==> src/design/esrs_pkg.sv <==
package esrs_pkg;

	localparam int unsigned APB_ADDR_W = 3;
	localparam int unsigned APB_DATA_W = 32;

	localparam logic [13:0] DATA_MASK     = 14'h3FFF;
	localparam logic [13:0] ADDR_NOP      = 14'h0000;
	localparam logic [13:0] ADDR_ERRFL    = 14'h0001;
	localparam logic [13:0] ADDR_DIAAGC   = 14'h3FFC;
	localparam logic [13:0] ADDR_ZPOSL    = 14'h0017;
	localparam logic [13:0] ADDR_ANG_UNC  = 14'h3FFE;
	localparam logic [13:0] ADDR_ANG_COMP = 14'h3FFF;
	localparam logic [13:0] ZPOS_HIGH_EN  = 14'h0040;
	localparam logic [13:0] ZPOS_LOW_EN   = 14'h0080;
	localparam logic [13:0] DIAG_MAGH     = 14'h0800;
	localparam logic [13:0] DIAG_MAGL     = 14'h0400;
	localparam logic [13:0] DIAG_COF      = 14'h0200;
	localparam logic [13:0] DIAG_LF       = 14'h0100;

	localparam logic [APB_ADDR_W-1:0] REG_COMP_ANGLE = '0;

	typedef enum logic [2:0] {
		FN_READ_REG   = 3'd0,
		FN_READ_FLAGS = 3'd1,
		FN_START_PIPE = 3'd2,
		FN_PIPE_READ  = 3'd3,
		FN_STOP_PIPE  = 3'd4,
		FN_RX_FRAME   = 3'd5,
		FN_XFER_FAIL  = 3'd6,
		FN_NONE       = 3'd7
	} func_t;

	typedef enum logic [3:0] {
		PH_IDLE  = 4'd0,
		PH_CMD   = 4'd1,
		PH_NOP   = 4'd2,
		PH_PRIME = 4'd3,
		PH_PIPE  = 4'd4,
		PH_ECMD  = 4'd5,
		PH_ENOP  = 4'd6,
		PH_DCMD  = 4'd7,
		PH_DNOP  = 4'd8,
		PH_ZCMD  = 4'd9,
		PH_ZNOP  = 4'd10
	} phase_t;

	typedef enum logic [1:0] {
		KIND_REG   = 2'd0,
		KIND_FLAGS = 2'd1,
		KIND_PRIME = 2'd2,
		KIND_PIPE  = 2'd3
	} kind_t;

	typedef enum logic [2:0] {
		ST_OK     = 3'd0,
		ST_PARITY = 3'd1,
		ST_INVAL  = 3'd2,
		ST_MISUSE = 3'd3,
		ST_DIAG   = 3'd4,
		ST_BUS    = 3'd5
	} status_t;

	typedef struct packed {
		phase_t      phase;
		kind_t       kind;
		logic        pipe_on;
		logic [2:0]  last_flags;
		logic [13:0] diag_word;
	} seq_state_t;

	typedef struct packed {
		logic        send;
		logic [15:0] tx_frame;
		logic        done_res;
		status_t     status;
		logic [13:0] read_value;
		logic [2:0]  error_flags;
	} seq_result_t;

	function automatic logic [15:0] read_cmd(input logic [13:0] addr);
		read_cmd = {^{1'b1, addr}, 1'b1, addr};
	endfunction

endpackage

==> src/design/esrs_in_if.sv <==
interface esrs_in_if;
	logic        valid;
	logic        ready;
	logic [2:0]  func;
	logic [13:0] address;
	logic [15:0] rx_frame;

	modport source (output valid, func, address, rx_frame, input ready);
	modport sink (input valid, func, address, rx_frame, output ready);
endinterface

==> src/design/esrs_out_if.sv <==
interface esrs_out_if;
	logic        valid;
	logic        ready;
	logic        send;
	logic [15:0] tx_frame;
	logic        done_res;
	logic [2:0]  status;
	logic [13:0] read_value;
	logic [2:0]  error_flags;

	modport source (output valid, send, tx_frame, done_res, status, read_value, error_flags,
		input ready);
	modport sink (input valid, send, tx_frame, done_res, status, read_value, error_flags,
		output ready);
endinterface

==> src/design/encoder_spi_read_sequencer.sv <==
// channel   dir  payload                                              beat when
// in_ch     in   func, address, rx_frame                              valid & ready
// out_ch    out  send, tx_frame, done_res, status, read_value,        valid & ready
//                error_flags
// apb       in   comp_angle at byte address 0                         psel & penable & pwrite
//
// An input beat reaches the result beat through the input register, then the result register.
// One item per cycle while out_ch is ready; the only loop is the sequencer state register.
// arst_n clears both stage valids, the sequencer state and comp_angle (to 1).
// A stalled output holds its beat; the input stage still takes one beat meanwhile.
module encoder_spi_read_sequencer (
	input  logic                              clk,
	input  logic                              arst_n,
	esrs_in_if.sink                           in_ch,
	esrs_out_if.source                        out_ch,
	input  logic                              psel,
	input  logic                              penable,
	input  logic                              pwrite,
	input  logic [esrs_pkg::APB_ADDR_W-1:0]   paddr,
	input  logic [esrs_pkg::APB_DATA_W-1:0]   pwdata,
	output logic [esrs_pkg::APB_DATA_W-1:0]   prdata,
	output logic                              pready
);

	logic                  v_s1;
	logic [2:0]            func_s1;
	logic [13:0]           addr_s1;
	logic [15:0]           rx_s1;
	logic                  v_s2;
	esrs_pkg::seq_result_t res_s2;
	esrs_pkg::seq_state_t  state_q;
	esrs_pkg::seq_state_t  state_nxt;
	esrs_pkg::seq_result_t res_nxt;
	logic                  comp_angle_q;
	logic                  advance;
	logic                  reg_sel;

	assign advance     = !v_s2 || out_ch.ready;
	assign in_ch.ready = !v_s1 || advance;

	// word-aligned decode: byte offset bits ignored
	assign reg_sel = (paddr[esrs_pkg::APB_ADDR_W-1:2]
		== esrs_pkg::REG_COMP_ANGLE[esrs_pkg::APB_ADDR_W-1:2]);
	assign pready  = 1'b1;
	assign prdata  = reg_sel ? {{(esrs_pkg::APB_DATA_W-1){1'b0}}, comp_angle_q} : '0;

	always_ff @(posedge clk or negedge arst_n) begin
		if (!arst_n) begin
			comp_angle_q <= 1'b1;
		end else if (psel && penable && pwrite && pready && reg_sel) begin
			comp_angle_q <= pwdata[0];
		end
	end

	always_ff @(posedge clk or negedge arst_n) begin
		if (!arst_n) begin
			v_s1 <= 1'b0;
		end else if (in_ch.ready) begin
			v_s1 <= in_ch.valid;
		end
	end

	always_ff @(posedge clk) begin
		if (in_ch.ready && in_ch.valid) begin
			func_s1 <= in_ch.func;
			addr_s1 <= in_ch.address;
			rx_s1   <= in_ch.rx_frame;
		end
	end

	esrs_step u_step (
		.cur        (state_q),
		.func       (func_s1),
		.address    (addr_s1),
		.rx_frame   (rx_s1),
		.comp_angle (comp_angle_q),
		.nxt        (state_nxt),
		.res        (res_nxt)
	);

	always_ff @(posedge clk or negedge arst_n) begin
		if (!arst_n) begin
			v_s2    <= 1'b0;
			state_q <= '0;
		end else if (advance) begin
			v_s2 <= v_s1;
			if (v_s1)
				state_q <= state_nxt;
		end
	end

	always_ff @(posedge clk) begin
		if (advance && v_s1)
			res_s2 <= res_nxt;
	end

	assign out_ch.valid       = v_s2;
	assign out_ch.send        = res_s2.send;
	assign out_ch.tx_frame    = res_s2.tx_frame;
	assign out_ch.done_res    = res_s2.done_res;
	assign out_ch.status      = res_s2.status;
	assign out_ch.read_value  = res_s2.read_value;
	assign out_ch.error_flags = res_s2.error_flags;

endmodule

==> src/design/esrs_step.sv <==
module esrs_step (
	input  esrs_pkg::seq_state_t  cur,
	input  logic [2:0]            func,
	input  logic [13:0]           address,
	input  logic [15:0]           rx_frame,
	input  logic                  comp_angle,
	output esrs_pkg::seq_state_t  nxt,
	output esrs_pkg::seq_result_t res
);

	logic [13:0] data;
	logic        err_bit;
	logic        rx_odd;
	logic [13:0] angle_addr;
	logic        fault;
	logic        busy;

	assign data       = rx_frame[13:0];
	assign err_bit    = rx_frame[14];
	assign rx_odd     = ^rx_frame;
	assign angle_addr = comp_angle ? esrs_pkg::ADDR_ANG_COMP : esrs_pkg::ADDR_ANG_UNC;
	assign busy       = (cur.phase != esrs_pkg::PH_IDLE);

	// zero-position word against diagnostics word
	assign fault = (((data & esrs_pkg::ZPOS_HIGH_EN) != '0)
			&& ((cur.diag_word & esrs_pkg::DIAG_MAGL) != '0))
		|| (((data & esrs_pkg::ZPOS_LOW_EN) != '0)
			&& ((cur.diag_word & esrs_pkg::DIAG_MAGH) != '0))
		|| ((cur.diag_word & esrs_pkg::DIAG_COF) != '0)
		|| ((cur.diag_word & esrs_pkg::DIAG_LF) == '0);

	always_comb begin
		nxt = cur;
		res = '0;

		if (func <= esrs_pkg::FN_STOP_PIPE && busy) begin
			res.done_res = 1'b1;
			res.status   = esrs_pkg::ST_MISUSE;
		end else begin
			case (esrs_pkg::func_t'(func))
				esrs_pkg::FN_READ_REG, esrs_pkg::FN_READ_FLAGS,
				esrs_pkg::FN_START_PIPE: begin
					if (cur.pipe_on) begin
						res.done_res = 1'b1;
						res.status   = esrs_pkg::ST_MISUSE;
						nxt.phase    = esrs_pkg::PH_IDLE;
					end else if (func == esrs_pkg::FN_READ_REG) begin
						nxt.kind     = esrs_pkg::KIND_REG;
						res.send     = 1'b1;
						res.tx_frame = esrs_pkg::read_cmd(address);
						nxt.phase    = esrs_pkg::PH_CMD;
					end else if (func == esrs_pkg::FN_READ_FLAGS) begin
						nxt.kind     = esrs_pkg::KIND_FLAGS;
						res.send     = 1'b1;
						res.tx_frame = esrs_pkg::read_cmd(esrs_pkg::ADDR_ERRFL);
						nxt.phase    = esrs_pkg::PH_CMD;
					end else begin
						nxt.kind     = esrs_pkg::KIND_PRIME;
						res.send     = 1'b1;
						res.tx_frame = esrs_pkg::read_cmd(angle_addr);
						nxt.phase    = esrs_pkg::PH_PRIME;
					end
				end
				esrs_pkg::FN_PIPE_READ: begin
					if (!cur.pipe_on) begin
						res.done_res = 1'b1;
						res.status   = esrs_pkg::ST_MISUSE;
						nxt.phase    = esrs_pkg::PH_IDLE;
					end else begin
						nxt.kind     = esrs_pkg::KIND_PIPE;
						res.send     = 1'b1;
						res.tx_frame = esrs_pkg::read_cmd(angle_addr);
						nxt.phase    = esrs_pkg::PH_PIPE;
					end
				end
				esrs_pkg::FN_STOP_PIPE: begin
					res.done_res = 1'b1;
					nxt.phase    = esrs_pkg::PH_IDLE;
					if (!cur.pipe_on) begin
						res.status = esrs_pkg::ST_MISUSE;
					end else begin
						nxt.pipe_on = 1'b0;
						res.status  = esrs_pkg::ST_OK;
					end
				end
				esrs_pkg::FN_XFER_FAIL: begin
					if (busy) begin
						if (cur.phase == esrs_pkg::PH_PIPE)
							nxt.pipe_on = 1'b0;
						res.done_res = 1'b1;
						res.status   = esrs_pkg::ST_BUS;
						nxt.phase    = esrs_pkg::PH_IDLE;
					end
				end
				esrs_pkg::FN_RX_FRAME: begin
					if (busy && rx_odd) begin
						if (cur.phase == esrs_pkg::PH_PIPE)
							nxt.pipe_on = 1'b0;
						res.done_res = 1'b1;
						res.status   = esrs_pkg::ST_PARITY;
						nxt.phase    = esrs_pkg::PH_IDLE;
					end else if (busy) begin
						case (cur.phase)
							esrs_pkg::PH_CMD, esrs_pkg::PH_ECMD, esrs_pkg::PH_DCMD,
							esrs_pkg::PH_ZCMD: begin
								res.send     = 1'b1;
								res.tx_frame = esrs_pkg::read_cmd(esrs_pkg::ADDR_NOP);
								case (cur.phase)
									esrs_pkg::PH_CMD:  nxt.phase = esrs_pkg::PH_NOP;
									esrs_pkg::PH_ECMD: nxt.phase = esrs_pkg::PH_ENOP;
									esrs_pkg::PH_DCMD: nxt.phase = esrs_pkg::PH_DNOP;
									default:           nxt.phase = esrs_pkg::PH_ZNOP;
								endcase
							end
							esrs_pkg::PH_NOP: begin
								if (cur.kind == esrs_pkg::KIND_FLAGS) begin
									nxt.last_flags = data[2:0];
									res.done_res   = 1'b1;
									res.status     = esrs_pkg::ST_OK;
									res.read_value = data;
									nxt.phase      = esrs_pkg::PH_IDLE;
								end else if (err_bit) begin
									res.send     = 1'b1;
									res.tx_frame = esrs_pkg::read_cmd(esrs_pkg::ADDR_ERRFL);
									nxt.phase    = esrs_pkg::PH_ECMD;
								end else begin
									res.done_res   = 1'b1;
									res.status     = esrs_pkg::ST_OK;
									res.read_value = data;
									nxt.phase      = esrs_pkg::PH_IDLE;
								end
							end
							esrs_pkg::PH_PRIME: begin
								nxt.pipe_on  = 1'b1;
								res.done_res = 1'b1;
								res.status   = esrs_pkg::ST_OK;
								nxt.phase    = esrs_pkg::PH_IDLE;
							end
							esrs_pkg::PH_PIPE: begin
								if (err_bit) begin
									nxt.pipe_on  = 1'b0;
									res.send     = 1'b1;
									res.tx_frame = esrs_pkg::read_cmd(esrs_pkg::ADDR_ERRFL);
									nxt.phase    = esrs_pkg::PH_ECMD;
								end else begin
									res.done_res   = 1'b1;
									res.status     = esrs_pkg::ST_OK;
									res.read_value = data;
									nxt.phase      = esrs_pkg::PH_IDLE;
								end
							end
							esrs_pkg::PH_ENOP: begin
								nxt.last_flags = data[2:0];
								if (data[2]) begin
									res.done_res = 1'b1;
									res.status   = esrs_pkg::ST_PARITY;
									nxt.phase    = esrs_pkg::PH_IDLE;
								end else if (data[1:0] != 2'b00) begin
									res.done_res = 1'b1;
									res.status   = esrs_pkg::ST_INVAL;
									nxt.phase    = esrs_pkg::PH_IDLE;
								end else begin
									res.send     = 1'b1;
									res.tx_frame = esrs_pkg::read_cmd(esrs_pkg::ADDR_DIAAGC);
									nxt.phase    = esrs_pkg::PH_DCMD;
								end
							end
							esrs_pkg::PH_DNOP: begin
								nxt.diag_word = data;
								res.send      = 1'b1;
								res.tx_frame  = esrs_pkg::read_cmd(esrs_pkg::ADDR_ZPOSL);
								nxt.phase     = esrs_pkg::PH_ZCMD;
							end
							esrs_pkg::PH_ZNOP: begin
								res.done_res = 1'b1;
								res.status   = fault ? esrs_pkg::ST_DIAG : esrs_pkg::ST_INVAL;
								nxt.phase    = esrs_pkg::PH_IDLE;
							end
							default: begin
							end
						endcase
					end
				end
				default: begin
				end
			endcase
		end

		res.error_flags = nxt.last_flags;
	end

endmodule

==> src/flat_wrapper.sv <==
// flat-port wrapper written by rule: the top's interface ports become plain ports
module encoder_spi_read_sequencer_flat 
  (clk, arst_n, psel, penable, pwrite, paddr, pwdata, prdata, pready, in_ch_valid, in_ch_func, in_ch_address, in_ch_rx_frame, in_ch_ready, out_ch_valid, out_ch_send, out_ch_tx_frame, out_ch_done_res, out_ch_status, out_ch_read_value, out_ch_error_flags, out_ch_ready);
  esrs_in_if in_ch_i ();
  esrs_out_if out_ch_i ();
  input  logic clk;
  input  logic arst_n;
  input  logic psel;
  input  logic penable;
  input  logic pwrite;
  input  logic [esrs_pkg::APB_ADDR_W-1:0] paddr;
  input  logic [esrs_pkg::APB_DATA_W-1:0] pwdata;
  output logic [esrs_pkg::APB_DATA_W-1:0] prdata;
  output logic pready;
  input wire logic [$bits(in_ch_i.valid)-1:0] in_ch_valid;
  input wire logic [$bits(in_ch_i.func)-1:0] in_ch_func;
  input wire logic [$bits(in_ch_i.address)-1:0] in_ch_address;
  input wire logic [$bits(in_ch_i.rx_frame)-1:0] in_ch_rx_frame;
  output wire logic [$bits(in_ch_i.ready)-1:0] in_ch_ready;
  output wire logic [$bits(out_ch_i.valid)-1:0] out_ch_valid;
  output wire logic [$bits(out_ch_i.send)-1:0] out_ch_send;
  output wire logic [$bits(out_ch_i.tx_frame)-1:0] out_ch_tx_frame;
  output wire logic [$bits(out_ch_i.done_res)-1:0] out_ch_done_res;
  output wire logic [$bits(out_ch_i.status)-1:0] out_ch_status;
  output wire logic [$bits(out_ch_i.read_value)-1:0] out_ch_read_value;
  output wire logic [$bits(out_ch_i.error_flags)-1:0] out_ch_error_flags;
  input wire logic [$bits(out_ch_i.ready)-1:0] out_ch_ready;
  assign in_ch_i.valid = in_ch_valid;
  assign in_ch_i.func = in_ch_func;
  assign in_ch_i.address = in_ch_address;
  assign in_ch_i.rx_frame = in_ch_rx_frame;
  assign in_ch_ready = in_ch_i.ready;
  assign out_ch_valid = out_ch_i.valid;
  assign out_ch_send = out_ch_i.send;
  assign out_ch_tx_frame = out_ch_i.tx_frame;
  assign out_ch_done_res = out_ch_i.done_res;
  assign out_ch_status = out_ch_i.status;
  assign out_ch_read_value = out_ch_i.read_value;
  assign out_ch_error_flags = out_ch_i.error_flags;
  assign out_ch_i.ready = out_ch_ready;
  encoder_spi_read_sequencer u_core (.clk(clk), .arst_n(arst_n), .in_ch(in_ch_i), .out_ch(out_ch_i), .psel(psel), .penable(penable), .pwrite(pwrite), .paddr(paddr), .pwdata(pwdata), .prdata(prdata), .pready(pready));
endmodule
==> config.mk <==
export PLATFORM = sky130hd
export DESIGN_NAME = encoder_spi_read_sequencer_flat
export DESIGN_NICKNAME = d
export VERILOG_FILES = /design/src/design/esrs_pkg.sv /design/src/design/esrs_in_if.sv /design/src/design/esrs_out_if.sv /design/src/design/encoder_spi_read_sequencer.sv /design/src/design/esrs_step.sv /design/src/flat_wrapper.sv
export SDC_FILE = /design/constraint.sdc
export NUM_CORES = 1
export LEC_CHECK = 0
export BUFFER_PORTS_ARGS = -buffer_cell sky130_fd_sc_hd__buf_2
export CAP_MARGIN = 20
export CELL_PAD_IN_SITES_DETAIL_PLACEMENT = 2
export CELL_PAD_IN_SITES_GLOBAL_PLACEMENT = 2
export CORE_UTILIZATION = 35
export CTS_BUF_LIST = sky130_fd_sc_hd__clkbuf_4 sky130_fd_sc_hd__clkbuf_8 sky130_fd_sc_hd__clkbuf_16
export DETAILED_ROUTE_END_ITERATION = 6
export PLACE_DENSITY = 0.94
export SYNTH_ARGS = -nofsm -noshare
export SYNTH_HDL_FRONTEND = slang
export SYNTH_SLANG_ARGS = --single-unit
export TNS_END_PERCENT = 20
==> constraint.sdc <==
create_clock -name clk -period 3.75 [get_ports clk]
set_input_delay 0.1875 -clock clk [delete_from_list [all_inputs] [get_ports clk]]
set_output_delay 0.1875 -clock clk [all_outputs]
set_load 0.005 [all_outputs]
==> flow_metrics.tcl, run 1 <==
set metrics [dict create \
    routed_wl_um 14000 \
    skew_ns 0.00761 \
    drtPass1Iterations 5 \
    powerDensity_mw_per_mm2 628 \
    area_growth_pct 16.4 \
    synthDistinctLibCells 64 \
    dieHeight_um 117 \
    nets 538 \
    num_antenna_cells 0 \
    yosysTopAreaCell "edfxtp_1" \
    use_met2_pct 40.6 \
    use_met1_pct 23.5 \
    cts_max_level 3 \
    p_total_mw 3.36 \
    async_flop_share_pct 19.5 \
    initial_utilization_pct 36.1 \
    num_vias 3410 \
    cts_tree "done" \
    synth_top_area_share_pct 45.7 \
    grt_use_total_pct 21.7 \
    clk_latency_ns 0.35 \
    grt_overflow 0 \
    finalSetupViolCount 0 \
    clock_path_buffers 2 \
    ant_nets 0 \
    cts.repair.resized 0 \
    antenna_found_initial 0 \
    rr_worst_depth 7 \
    boundaryPins 148 \
    die_w_um 117 \
    vdd_drop_max_v 0.000245 \
    synth_top_family_by_area "simple AND/OR/NAND/NOR gates" \
    synth_seq_cells 87 \
    cp_max_fo 13 \
    cap_violations 0 \
    core_mm2 0.0127 \
    ys_warn_count 0 \
    netlist_instances 389 \
    use_met3_pct 4.93 \
    drt_iter0_drc 226 \
    fmax_ghz 0.301 \
    fin_setup_tns_ns 0 \
    place_congestion 0.831 \
    path_class "flip-flop to flip-flop" \
    synth-main-ff-cell "edfxtp_1" \
    grt_max_degree 34 \
    synth.area.top_cells "edfxtp_1, dfrtp_1, buf_4, xnor2_1, o21ai_0" \
    endpoint "u_core.out_ch.tx_frame[0]" \
    startpoint_type "flip-flop" \
    fin_crit_sh_pct 88.7 \
    grt_pass1_vias 3612 \
    reg2reg_slack_ns 0.43 \
    status "finished clean" \
    yosysSeqAreaShare_pct 55.0 \
    synth_edf_count 70 \
    period_needed_ns 3.32 \
    rows 41 \
    drive_above_1_share_pct 26.6 \
    fillers 1348 \
    dieArea_mm2 0.0136 \
    hold_class "input port to flip-flop" \
    synthSimpleGateAreaFrac_pct 13.2 \
    crit_start "u_core.rx_s1[1]" \
    portBuffers 82 \
    r2r_start "u_core.rx_s1[1]" \
    hpwl_um 9930 \
    clock-root-buffer "clkbuf_16" \
    syn_area_mm2 0.00460 \
    gr-max-usage-layer "met2" \
    grt_pass1_wl_um 21100 \
    numCtsBuffers 9 \
    required_ns 3.83 \
    slew_headroom_pct 43.0 \
    cp.arrival_ns 3.41 \
    rsz0062_at_grt "no" \
    worstSetupEndpointType "flip-flop" \
    total_leakage_power_nw 2.12 \
    synth_xor_area_share_pct 7.35 \
    timing.rr.end "u_core.out_ch.tx_frame[0]" \
    wire_per_inst_um 22.0 \
    slew_viol_final 0 \
    hold_viol 0 \
    synth_area_per_cell_um2 11.8 \
    utilization_pct 42.1 \
    worstMarginPinSlew_ns 0.852 \
    synthMuxAreaShare_pct 2.91 \
    synth_fa_ha_area_share_pct 0.272 \
    clock-sinks 87 \
    synth_compound_area_share_pct 12.6 \
    vias_per_cell 5.34 \
    drc_errors 0 \
    path_clk_slew_ns 0.06 \
]
[state kept, by name (all words and copies together) (netlist names)]
name and cells:
u_core.addr_s1 14, u_core.comp_angle_q 1, u_core.func_s1 3, u_core.out_ch.done_res 1
u_core.out_ch.error_flags 3, u_core.out_ch.read_value 14, u_core.out_ch.status 3, u_core.out_ch.tx_frame 16
u_core.out_ch.valid 1, u_core.rx_s1 16, u_core.state_q 14, u_core.v_s1 1
[worst min-delay path by stage]
stage	cells after the start	slack (ns)	start	end
global placement	1	0.14	arst_n	u_core.v_s1
detailed placement	1	0.16	arst_n	u_core.v_s1
global route	1	0.005	in_ch_func[0]	u_core.func_s1[0]
finish	1	0.01	in_ch_rx_frame[10]	u_core.rx_s1[10]
CTS	1	0.007	in_ch_func[0]	u_core.func_s1[0]
floorplan	0	-0.11	arst_n	u_core.out_ch.valid
[power breakdown]
part	internal (mW)	leakage [nW]	switching, mW
sequential	1.18	0.904	0.191
clock	0.600	0.157	0.377
combinational	0.386	1.06	0.629
[synth_stat cells (all sizes together) (2+ instances only)]
cell type and number:
a211o 3, a21oi 20, a22oi 3, a31oi 4, a41oi 2, and2 14
buf 37, clkbuf 21, conb 2, dfrtp 16, edfxtp 70, inv 7
mux2 11, nand2 14, nand2b 11, nand3 10, nand3b 5, nand4 4
nand4b 2, nor2 18, nor2b 4, nor3 11, nor3b 3, nor4 2
o2111ai 2, o211ai 2, o21a 3, o21ai 31, o22ai 3, o31ai 3
or3 2, xnor2 19, xnor3 5, xor2 3
[per-layer routing]
| layer | vias to the layer above | wire (µm) |
|---|---|---|
| li1 | 1510 | - |
| met1 | 1725 | 5160 |
| met2 | 140 | 7720 |
| met3 | 35 | 704 |
| met4 | 0 | 450 |
| met5 | - | 0 |
[cell usage in the layout, fill, tap and decap left out, drive strengths merged, types with 11 or more instances in the layout]
| master | instances |
|---|---|
| nand2b | 11 |
| conb | 32 |
| o21ai | 31 |
| edfxtp | 70 |
| dfrtp | 16 |
| and2 | 14 |
| nor2 | 18 |
| buf | 89 |
| nand2 | 14 |
| nor3 | 11 |
| clkbuf | 11 |
| mux2 | 11 |
| a21oi | 20 |
| xnor2 | 19 |
[stage by stage]
stage	worst slack (ns)	area (µm²)	hold WS (ns)	std cells
4_1_cts	0.501	5350	0.00653	638
5_1_grt	0.281	5350	0.00489	639
2_1_floorplan	1.37	4710	-0.108	419
6_report	0.425	5350	0.0144	639
3_5_place_dp	0.586	5020	0.159	621
3_3_place_gp	0.858	5020	0.142	621
[worst max-delay path, cell delays in order, from the launching register on]
cell and delay [ns]:
edfxtp_1 0.41, inv_1 0.11, ha_1 0.26, xnor2_1 0.19
xnor3_1 0.48, xor3_1 0.65, nand3_1 0.39, o31ai_1 0.56
[kinds of logic (layout without fill, tap and decap cells)]
kind of cell    after synthesis  in the layout
xor+xnor                     28             28
fa+ha+maj                     1              1
flops                        87             87
compound gates               90             90
simple gates                104            104
other cells                   2             32
mux                          12             12
buf+inv                      65            113
[area by class of cell]
| class | count | area, µm² | share of cell area [%] |
|---|---|---|---|
| inverters | 7 | 26.3 | 0.491 |
| clock buffers | 11 | 240 | 4.49 |
| repair buffers | 90 | 470 | 8.79 |
| flip-flops and latches | 87 | 2530 | 47.2 |
| multi-input cells | 267 | 1790 | 33.5 |
| well taps | 172 | 215 | 4.02 |
| clock inverters | 5 | 81.3 | 1.52 |
[repair_timing]
action | in CTS | in global routing
hold endpoints to repair | 16 | 0
buffers inserted | 0 | 0
hold buffers | 1 | 0
Note: power is estimated with default switching activity, not from simulation.
==> inputs of run 2 (changes only) <==
--- a/config.mk
+++ b/config.mk
@@ -11,6 +11,6 @@
 export CELL_PAD_IN_SITES_GLOBAL_PLACEMENT = 2
-export CORE_UTILIZATION = 35
+export CORE_UTILIZATION = 30
 export CTS_BUF_LIST = sky130_fd_sc_hd__clkbuf_4 sky130_fd_sc_hd__clkbuf_8 sky130_fd_sc_hd__clkbuf_16
 export DETAILED_ROUTE_END_ITERATION = 6
-export PLACE_DENSITY = 0.94
+export PLACE_DENSITY = 0.83
 export SYNTH_ARGS = -nofsm -noshare
==> constraint.sdc (replaced) <==
create_clock -name clk -period 3.75 [get_ports clk]
set_input_delay 0.375 -clock clk [delete_from_list [all_inputs] [get_ports clk]]
set_output_delay 0.375 -clock clk [all_outputs]
set_load 0.005 [all_outputs]
==> flow_metrics.tcl, run 2 (same netlist as run 1, synthesis figures left out) <==
set metrics [dict create \
    slew_viol_final 0 \
    grt_overflow 0 \
    fin_setup_tns_ns 0 \
    place_congestion 0.824 \
    grt_max_degree 34 \
    worstSetupEndpointType "flip-flop" \
    powerDensity_mw_per_mm2 607 \
    final_cell_mix "buf_2, edfxtp_1, conb_1" \
    drtPass1Iterations 4 \
    highest_layer "met4" \
    hpwl_um 9860 \
    clk_latency_ns 0.35 \
    holdPathStages 1 \
    ant_nets 0 \
    nets 538 \
    vias_per_cell 5.20 \
    routed-wl-met2_um 7170 \
    met3_length_um 580 \
    grt_use_total_pct 18.2 \
    reg2reg_slack_ns 0.62 \
    die_w_um 126 \
    wl_met1_um 5660 \
    num_vias 3382 \
    cts_setup_buffers 0 \
    skew_ns 0.00672 \
    rr_worst_depth 7 \
    area_growth_pct 16.2 \
    drc_errors 0 \
    period_needed_ns 3.13 \
    grt_pass1_wl_um 21500 \
    initial_utilization_pct 31.2 \
    dieHeight_um 126 \
    fmax_ghz 0.319 \
    hold_slack_ns 0.200 \
    path_clk_slew_ns 0.07 \
    hold_class "input port to flip-flop" \
    cp.arrival_ns 3.17 \
    vdd_drop_max_v 0.000246 \
    hold_viol 0 \
    utilization_pct 36.2 \
    rows 44 \
    clock-root-buffer "clkbuf_16" \
    clock_path_buffers 2 \
    cts_tree "done" \
    drive_above_1_share_pct 26.6 \
    cts_max_level 3 \
    ctsHoldBuffers 1 \
    numCtsBuffers 9 \
    path_class "flip-flop to flip-flop" \
    startpoint_type "flip-flop" \
    layout.cells.most_common "buf_2" \
    cts.repair.resized 0 \
    fin_crit_sh_pct 83.5 \
    core_mm2 0.0148 \
    finalSetupViolCount 0 \
    drt_iter0_drc 266 \
    routed_wl_um 13800 \
    clock-sinks 87 \
    worstMarginPinSlew_ns 0.970 \
    cp_max_fo 13 \
    total_leakage_power_nw 2.11 \
    antenna_found_initial 0 \
    p_total_mw 3.24 \
    required_ns 3.79 \
    portBuffers 82 \
    wire_per_inst_um 21.1 \
    boundaryPins 148 \
    status "finished clean" \
    num_antenna_cells 0 \
    cap_violations 0 \
    slew_headroom_pct 35.1 \
    dieArea_mm2 0.0158 \
    rsz0062_at_grt "no" \
    grt_pass1_vias 3696 \
]
run 2: routing by layer:
| layer | global-route usage (%) | vias to the layer above |
|---|---|---|
| met4 | 8.15 | 0 |
| met2 | 32.2 | 114 |
| met1 | 21.3 | 1731 |
| li1 | - | 1511 |
| met3 | 3.44 | 26 |
| met5 | 0 | - |
run 2: critical path: stages, from the launching register on:
cell,delay [ns]
edfxtp_1,0.39
inv_1,0.08
ha_1,0.33
xnor2_1,0.26
xnor3_1,0.50
xor3_1,0.45
a41oi_2,0.63
a21oi_1,0.18
run 2: cell type report:
type | count | area, µm²
clock buffer | 10 | 233
timing repair buffer | 90 | 473
fill | 1578 | 9410
tap | 184 | 230
inverter | 7 | 26.3
clock inverter | 6 | 61.3
sequential | 87 | 2530
multi-input combinational | 267 | 1790
run 2: worst paths after layout:
| path | from | to |
|---|---|---|
| worst max-delay path | u_core.rx_s1[0] | u_core.out_ch.tx_frame[3] |
| worst min-delay path | in_ch_address[0] | u_core.addr_s1[0] |
| worst max register to register | u_core.rx_s1[0] | u_core.out_ch.tx_frame[3] |
| worst min register to register | u_core.state_q[16] | u_core.state_q[16] |
| max in group asynchronous | arst_n | u_core.comp_angle_q |
| min in group asynchronous | arst_n | u_core.state_q[15] |
run 2: where the power goes:
group          total [mW]  internal, mW  switching (mW)
clock network       0.910         0.522           0.388
registers            1.38          1.18           0.202
logic               0.957         0.383           0.574
run 2: stage by stage:
stage | setup WS (ns) | instance area [µm²] | instances
after floorplan | 1.37 | 4710 | 419
after global placement | 0.877 | 5030 | 633
after detailed placement | 0.654 | 5030 | 633
after CTS | 0.604 | 5340 | 650
after global routing | 0.476 | 5340 | 651
final | 0.619 | 5340 | 651
==> inputs of run 3 (changes only) <==
Clock period 3.75 ns to 3.3 ns, I/O delays scaled along.
==> flow_metrics.tcl, run 3 (same netlist as run 1, synthesis figures left out) <==
set metrics [dict create \
    required_ns 3.36 \
    initial_utilization_pct 31.2 \
    seqCellArea_mm2 0.00253 \
    pwr-share-comb_pct 30.8 \
    place_congestion 0.822 \
    dieArea_mm2 0.0158 \
    crit_path_max_incr_delay_ns 0.60 \
    rr_worst_depth 7 \
    clock_power_share_pct 32.1 \
    grt_use_total_pct 18.3 \
    routed_wl_um 13800 \
    cap_violations 0 \
    critical_path.top_delay_family "XOR/XNOR gates" \
    cp.arrival_ns 3.00 \
    dieHeight_um 126 \
    fin_setup_tns_ns 0 \
    utilization_pct 37.1 \
    drt_iter0_drc 221 \
    final_cell_mix "buf_2, edfxtp_1, conb_1" \
    drive_above_1_share_pct 27.6 \
    place_ws_ns 0.438 \
    path_clk_slew_ns 0.07 \
    path_class "flip-flop to flip-flop" \
    fin_crit_sh_pct 89.1 \
    cts_tree "done" \
    fillers 1579 \
    hold_slack_ns 0.143 \
    cp_num_buf_inv 1 \
    switchingPower_mw 1.36 \
    powerDensity_mw_per_mm2 736 \
    startpoint_type "flip-flop" \
    nets 545 \
    status "finished clean" \
    p_total_mw 4.03 \
    clock-root-buffer "clkbuf_16" \
    die_w_um 126 \
    skew_ns 0.00663 \
    r2r_start "u_core.rx_s1[0]" \
    total_leakage_power_nw 2.18 \
    hold_end "u_core.addr_s1[6]" \
    clk_latency_ns 0.36 \
    grt_max_degree 34 \
    hold_viol 0 \
    core_mm2 0.0148 \
    timing.rr.end "u_core.out_ch.tx_frame[5]" \
    period_needed_ns 2.94 \
    hold_class "input port to flip-flop" \
    path_cells "inv_1 > ha_1 > xnor2_1 > xnor3_1 > xor3_1 > a41oi_2 > a21oi_1" \
    antenna_found_initial 0 \
    ant_nets 0 \
    grt_pass1_vias 3664 \
    cp_slowest_cell "a41oi_2" \
    drc_errors 0 \
    grt_pass1_wl_um 21600 \
    reg2reg_slack_ns 0.36 \
    drtPass1Iterations 4 \
    area_growth_pct 19.1 \
    num_vias 3367 \
    hold_start "in_ch_address[6]" \
    vias_per_cell 5.12 \
    worstMarginPinSlew_ns 0.898 \
    rsz0062_at_grt "no" \
    clock-sinks 87 \
    layout.cells.most_common "buf_2" \
    rows 44 \
    internal_power_mw 2.67 \
    grt_overflow 0 \
    holdPathStages 1 \
    clock_path_buffers 2 \
    seqPwrFrac_pct 37.0 \
    slew_viol_final 0 \
    finalSetupViolCount 0 \
    boundaryPins 148 \
    num_antenna_cells 0 \
    cts_setup_buffers 0 \
    portBuffers 82 \
    setup_ws_ns 0.360 \
    slew_headroom_pct 39.9 \
    wire_per_inst_um 20.9 \
    cts_max_level 3 \
    vdd_drop_max_v 0.000309 \
    worstSetupEndpointType "flip-flop" \
    multi_input_area_mm2 0.00179 \
    hpwl_um 9770 \
    fmax_ghz 0.340 \
    cp_max_fo 10 \
    swShare_pct 33.8 \
    numCtsBuffers 9 \
]
run 3: cell count changes in the layout (fill, tap and decap cells not counted):
| cell | previous run | this run |
|---|---|---|
| buf_4 | 6 | 14 |
| bufinv_16 | 1 | 4 |
| clkbuf_4 | 2 | 1 |
| clkbuf_8 | 0 | 1 |
| clkinv_2 | 3 | 0 |
| clkinvlp_4 | 1 | 0 |
run 3: routing by layer:
layer	track usage [%]	vias up	routed length, µm
met2	32.0	111	7160
met5	0	-	0
met3	3.57	23	621
met4	8.22	0	366
met1	21.8	1700	5630
li1	-	1533	-
run 3: worst max path at each step:
stage | startpoint | end | slack [ns] | cells past startpoint
floorplan | u_core.rx_s1[0] | u_core.out_ch.error_flags[0] | 0.92 | 7
global placement | u_core.rx_s1[0] | u_core.out_ch.tx_frame[0] | 0.53 | 7
detailed placement | u_core.rx_s1[0] | u_core.out_ch.tx_frame[5] | 0.44 | 7
CTS | u_core.rx_s1[0] | u_core.out_ch.tx_frame[5] | 0.36 | 7
global route | u_core.rx_s1[0] | u_core.out_ch.tx_frame[5] | 0.22 | 7
finish | u_core.rx_s1[0] | u_core.out_ch.tx_frame[5] | 0.36 | 7
run 3: final cells by class:
cell class                      instances  share of cell area, %
Sequential cell                        87                   46.2
Clock inverter                          5                   2.35
Tap cell                              184                   4.20
Timing Repair Buffer                   97                   9.60
Multi-Input combinational cell        267                   32.7
Inverter                                7                  0.480
Clock buffer                           11                   4.50
run 3: worst register-to-register path: stages (launching register included):
cell and delay (ns):
edfxtp_1 0.39, inv_1 0.09, ha_1 0.34, xnor2_1 0.18, xnor3_1 0.48, xor3_1 0.39
a41oi_2 0.60, a21oi_1 0.19
run 3: power groups by stage:
stage                     logic [mW]  clock network, mW  registers [mW]
after global placement          1.13                  0            1.49
after CTS                       1.24               1.32            1.49
final                           1.24               1.29            1.49
after global routing            1.34               1.35            1.51
after detailed placement        1.21                  0            1.51
after floorplan                0.899                  0            1.41
run 3: per-stage QoR:
stage / area [µm²] / cells
after floorplan: 4710 / 419
after global placement: 5090 / 641
after detailed placement: 5090 / 641
after CTS: 5480 / 658
after global routing: 5480 / 658
final: 5480 / 658
run 3: what timing repair did:
action | in CTS | in global routing
hold buffers | 1 | 0
hold endpoints to repair | 16 | 0
gates resized for setup | 0 | 0
